### src/sv/saturating_voice_mixer_defines.svh
// ----------------------------------------------------------------------------
// Assertion macros for the saturating voice mixer
// Concurrent checks on clk, disabled while rst_n is low. Defining
// NO_ASSERTIONS removes every check.
// ----------------------------------------------------------------------------
`ifndef SATURATING_VOICE_MIXER_DEFINES_SVH
`define SATURATING_VOICE_MIXER_DEFINES_SVH

`ifndef NO_ASSERTIONS

// condition holds at every edge
`define SVM_ASSERT(label, cond) \
  label: assert property (@(posedge clk) disable iff (!rst_n) (cond)) \
    else $error("svm: check failed");

// same-cycle implication
`define SVM_ASSERT_IMP(label, ante, cons) \
  label: assert property (@(posedge clk) disable iff (!rst_n) (ante) |-> (cons)) \
    else $error("svm: implication failed");

// next-cycle implication
`define SVM_ASSERT_NXT(label, ante, cons) \
  label: assert property (@(posedge clk) disable iff (!rst_n) (ante) |=> (cons)) \
    else $error("svm: next-cycle implication failed");

`else

`define SVM_ASSERT(label, cond)
`define SVM_ASSERT_IMP(label, ante, cons)
`define SVM_ASSERT_NXT(label, ante, cons)

`endif

`endif

### src/sv/svm_ram.sv
// ----------------------------------------------------------------------------
// svm_ram
// Generic single-port-write, single-port-read RAM with registered read data.
// ----------------------------------------------------------------------------
module svm_ram #(
  parameter int WIDTH = 16,
  parameter int DEPTH = 256,
  localparam int AW   = (DEPTH > 1) ? $clog2(DEPTH) : 1
) (
  input  logic             clk,
  input  logic             we,
  input  logic [AW-1:0]    waddr,
  input  logic [WIDTH-1:0] wdata,
  input  logic             re,
  input  logic [AW-1:0]    raddr,
  output logic [WIDTH-1:0] rdata
);

  logic [WIDTH-1:0] mem [DEPTH];

  // write port
  always_ff @(posedge clk) begin
    if (we) begin
      mem[waddr] <= wdata;
    end
  end

  // registered read port
  always_ff @(posedge clk) begin
    if (re) begin
      rdata <= mem[raddr];
    end
  end

endmodule

### config.mk
export PLATFORM = sky130hd
export DESIGN_NAME = svm_ram
export DESIGN_NICKNAME = d
export VERILOG_FILES = /design/src/sv/saturating_voice_mixer_defines.svh /design/src/sv/svm_ram.sv
export SDC_FILE = /design/constraint.sdc
export NUM_CORES = 2
export LEC_CHECK = 0
export BUFFER_PORTS_ARGS = -buffer_cell sky130_fd_sc_hd__buf_2
export CAP_MARGIN = 10
export CORE_MARGIN = 2
export CORE_UTILIZATION = 35
export DETAILED_ROUTE_END_ITERATION = 16
export GPL_TIMING_DRIVEN = 0
export PLACE_DENSITY = 0.54
export SKIP_LAST_GASP = 1
export SLEW_MARGIN = 20
export SYNTH_ARGS = -nofsm -noshare
export SYNTH_HDL_FRONTEND = slang
export SYNTH_SLANG_ARGS = --single-unit
### constraint.sdc
create_clock -name clk -period 3 [get_ports clk]
set_input_delay 0.15 -clock clk [delete_from_list [all_inputs] [get_ports clk]]
set_output_delay 0.15 -clock clk [all_outputs]
set_load 0.05 [all_outputs]
---- Yosys cells after proc, flatten, opt, wreduce, memory -nomap -nowiden ----
Memory sizes are Yosys's and may differ from the RTL's. A register that Yosys moved wholly into a read port is not among the register bits.
Cells that the tools add are included.
storage, ports and cells
  memories kept ........................... 1
  register bits ........................... 0
  RAM bits ................................ 4096
  output and inout port bits .............. 16
memory list
  name  words  bits a word  rd ports  clocked after Yosys merged registers in  wr ports  line           RTL
  mem   256    16           1         1                                        1         svm_ram.sv:19  logic [WIDTH-1:0] mem [DEPTH];
operators by class
  mux-type cells .......................... 2
operators by type and width
  cell     number
  $mux W1  2

---- Longest topological paths before layout ----
  depth after elaboration ................. 2
  mapped depth ............................ 12
  depth with buffers taken out ............ 6

---- Least setup slack after synthesis ----
No wires, ideal clock.
  path type ............................... input to register
  start ................................... input port raddr[0]
  end ..................................... register rdata[4], read port of mem (data pin)
  cell stages on the path ................. 8
  arrival ................................. 2.134 ns
  path buffers ............................ 3
  required time ........................... 2.735 ns
  setup slack ............................. 0.601 ns
  library setup time ...................... 0.265 ns
  cell sequence ........................... buf_6 -> buf_6 -> buf_2 -> mux4_2 -> mux4_2 -> a22o_1 -> o32ai_2 -> nor4_2
RTL lines
  what         line           RTL
  from (decl)  svm_ram.sv:15  input logic [AW-1:0] raddr,
  to (decl)    svm_ram.sv:16  output logic [WIDTH-1:0] rdata

==> key figures <==
Status
  – Status: finished with violations
  – Failing checks: negative setup slack

Route
  – Vias per inst: 5.78
  – Antenna Nets Post-Route: 0
  – Initial DRC Count: 12495
  – DR vias: roughly 83000
  – Routed len/inst: approximately 36 um
  – # DRC: 0
  – 1st-pass router iterations: 6
  – WL final: 526 mm

Layout
  – Layout Nets: 8128
  – Area grow syn2layout: 17.4%
  – Design area: 0.186 mm^2
  – Share of cells above drive strength 1: between 20% and 30%
  – Finished Layout Cells: between 10000 and 15000
  – Fill cell count: approximately 40000

Synthesis
  – Netlist cell types: between 50 and 60
  – Share of the synthesized area in the top cell type: 77.7%
  – Synthesized Nets: ~7400
  – Mapped Area: around 0.16 mm^2
  – Leading area contributor after synthesis: edfxtp_1
  – Ys async rst share: 0%
  – Sequential fraction of the synthesis area: 77.7%
  – Post-synth EDFFs: 4112
  – Number of synthesized register bits: 4112
  – Most used DFF post-synth: edfxtp_1
  – Syn Area/Cell: 21.6 um^2
  – Yosys Warn Count: 0
  – Largest cells by area after synthesis: edfxtp_1, mux4_2, mux2i_1
  – Syn Inst Count: approximately 7400

Place
  – Port bufs: 40
  – Placed instance count: between 10000 and 15000
  – Placed Area: 0.172 mm^2
  – Routability cong.: approximately 1
  – Post-DP HPWL: 363 mm

Min path
  – Worst hold path type: in -> reg

Timing
  – Tmin final: 3.28 ns
  – Final Setup Violations: 15
  – Achievable frequency: between 300 and 400 MHz
  – Final period utilization: 109%
  – PnR worst setup slack: -0.278 ns
  – Slew headroom: approximately 16%
  – Worst-Margin Slew: between 1 and 1.5 ns
  – Unrepaired setup endpoints after global routing: true
  – Setup skew after layout: just under 0.06 ns
  – Final Slew Violations: 0
  – Fin. Hold Viols: 0

Floorplan
  – CORE AREA: about 0.45 mm^2
  – Number of core rows: 247
  – Die Wd: 678 um
  – Die area: 0.459 mm^2
  – Initial Utilization: about a third
  – I/O pin count: 51
  – DIE HEIGHT: just under 700 um

Clocking
  – CTS tree: built
  – Clock Pin Slew Worst Setup and Hold Paths: roughly 0.06 ns
  – Number of CTS-inserted buffers: 410
  – Htree depth: 5
  – Clock sink count: 4112
  – CTS Root Cell: clkbuf_16
  – Longest Clk Path Bufs: 4
  – Worst skew pair latency: 0.98 ns

Critical path
  – Max FO, Critical Path: 10
  – Worst path required time: about 3.7 ns
  – Crit path capture type: flip-flop
  – Reg2reg setup slack: -0.05 ns
  – CP startpoint kind: input pin
  – Worst setup path class: in -> reg
  – Data arrival, critical path: 4.01 ns

Job
  – Max Cap Viol: 0

GRT
  – Largest net degree at the start of global routing: 117
  – Gr ovfl total: 0
  – Vias in the first global route: between 80000 and 90000
  – Wire length of the first global-routing pass: 705 mm
  – Initial antenna violation count: 44
  – Tot GR Track Use: 22.4%

Pwr
  – Leak: 58.2 nW
  – Peak VDD IR: 0.477 mV
  – Pwr Density: ~650 mW/mm^2
-- layer usage --
layer  GRT usage [%]  share of wire [%]  up-vias
met1            30.2                 39    45041
met4            9.56                5.1       22
li1                -                  -    32866
met3            5.48                 10      882
met2            34.6                 46     4590
met5               0              0.034        -
-- placed cells by master (no fill, tap or decap), types with 88 or more instances in the layout --
master / count
clkinv_1: 96
clkbuf_1: 197
clkbuf_2: 88
clkbuf_16: 416
mux2i_1: 565
a21oi_1: 165
o22ai_1: 148
mux4_2: 797
buf_2: 92
o221ai_1: 233
buf_8: 120
edfxtp_1: 4112
buf_6: 173
mux2_2: 88
nor2_2: 182
-- state kept, by name, summed over array words and instances (netlist names) --
signal	count
mem	4096
rdata	16
-- kinds of logic after synthesis --
kind of cell	synth area share, %
AOI/OAI and AO/OA	3.53
buffers and inverters	1.69
DFF	77.7
muxes	15.5
and+or+nand+nor	1.57
-- path summary, 6_finish.rpt --
kind | start | end | cells past startpoint
setup / recovery | raddr[2] | rdata[3] | 10
hold / removal | waddr[1] | mem[167][1] | 3
setup reg to reg | mem[3][3] | rdata[3] | 6
hold reg to reg | mem[194][13] | rdata[13] | 6
-- worst max-delay path, stage by stage --
cell	delay [ns]
buf_4	0.23
nand2b_1	0.20
buf_2	0.21
clkbuf_2	0.44
clkbuf_2	0.51
o221ai_1	0.61
o32ai_1	0.19
a21oi_2	0.42
nand4_1	0.46
nor4_4	0.51
-- cell type report --
class                   count  area, um^2  share of cell area [%]
diodes                     20        50.0                  0.0268
plain buffers             451        3020                    1.62
clock buffers             505       10700                    5.76
clock inverters           238        2230                    1.20
inverters                   4        21.3                  0.0114
multi-input cells        2792       34700                    18.6
flip-flops and latches   4112      123000                    66.2
well taps                5976        7480                    4.01
repair buffers            322        4740                    2.54
-- metrics by stage --
step                      TNS [ns]  setup WS (ns)  hold slack (ns)  util [%]  total power (W)
after floorplan                  0          0.601            0.249         -           0.0678
after global placement           -          -4.69            0.567      36.8           0.0718
after detailed placement   -520.42          -2.69            0.501      38.1           0.0719
after CTS                        0        0.00114          0.00547      41.2            0.122
after global routing        -0.193        -0.0541           0.0765      41.2            0.124
final                        -1.92         -0.278           0.0932      41.2            0.122
-- timing repair --
| item | CTS | global route |
|---|---|---|
| setup endpoints to repair | 16 | 23 |
| pin swaps | 7 | 10 |
| resized for setup | 226 | 54 |
| endpoints found under the hold margin | 1916 | 0 |
| hold buffers | 17 | 0 |
| buffers inserted | 4 | 0 |
-- where the power goes --
group / total [W] / switching (W) / internal (W)
clock network: 0.0505 / 0.0222 / 0.0284
logic: 0.00762 / 0.00531 / 0.00231
registers: 0.0634 / 0.0000338 / 0.0634
-- cells in the mapped netlist, types with 76 or more instances --
master    instances
a21oi_1         175
buf_2            76
buf_6            77
clkbuf_1        230
edfxtp_1       4112
mux2_2           88
mux2i_1         565
mux4_2          797
nor2_1          304
nor3_1           92
o221ai_1        252
o22ai_1         148
No activity file was read; power rests on OpenSTA's default activity.
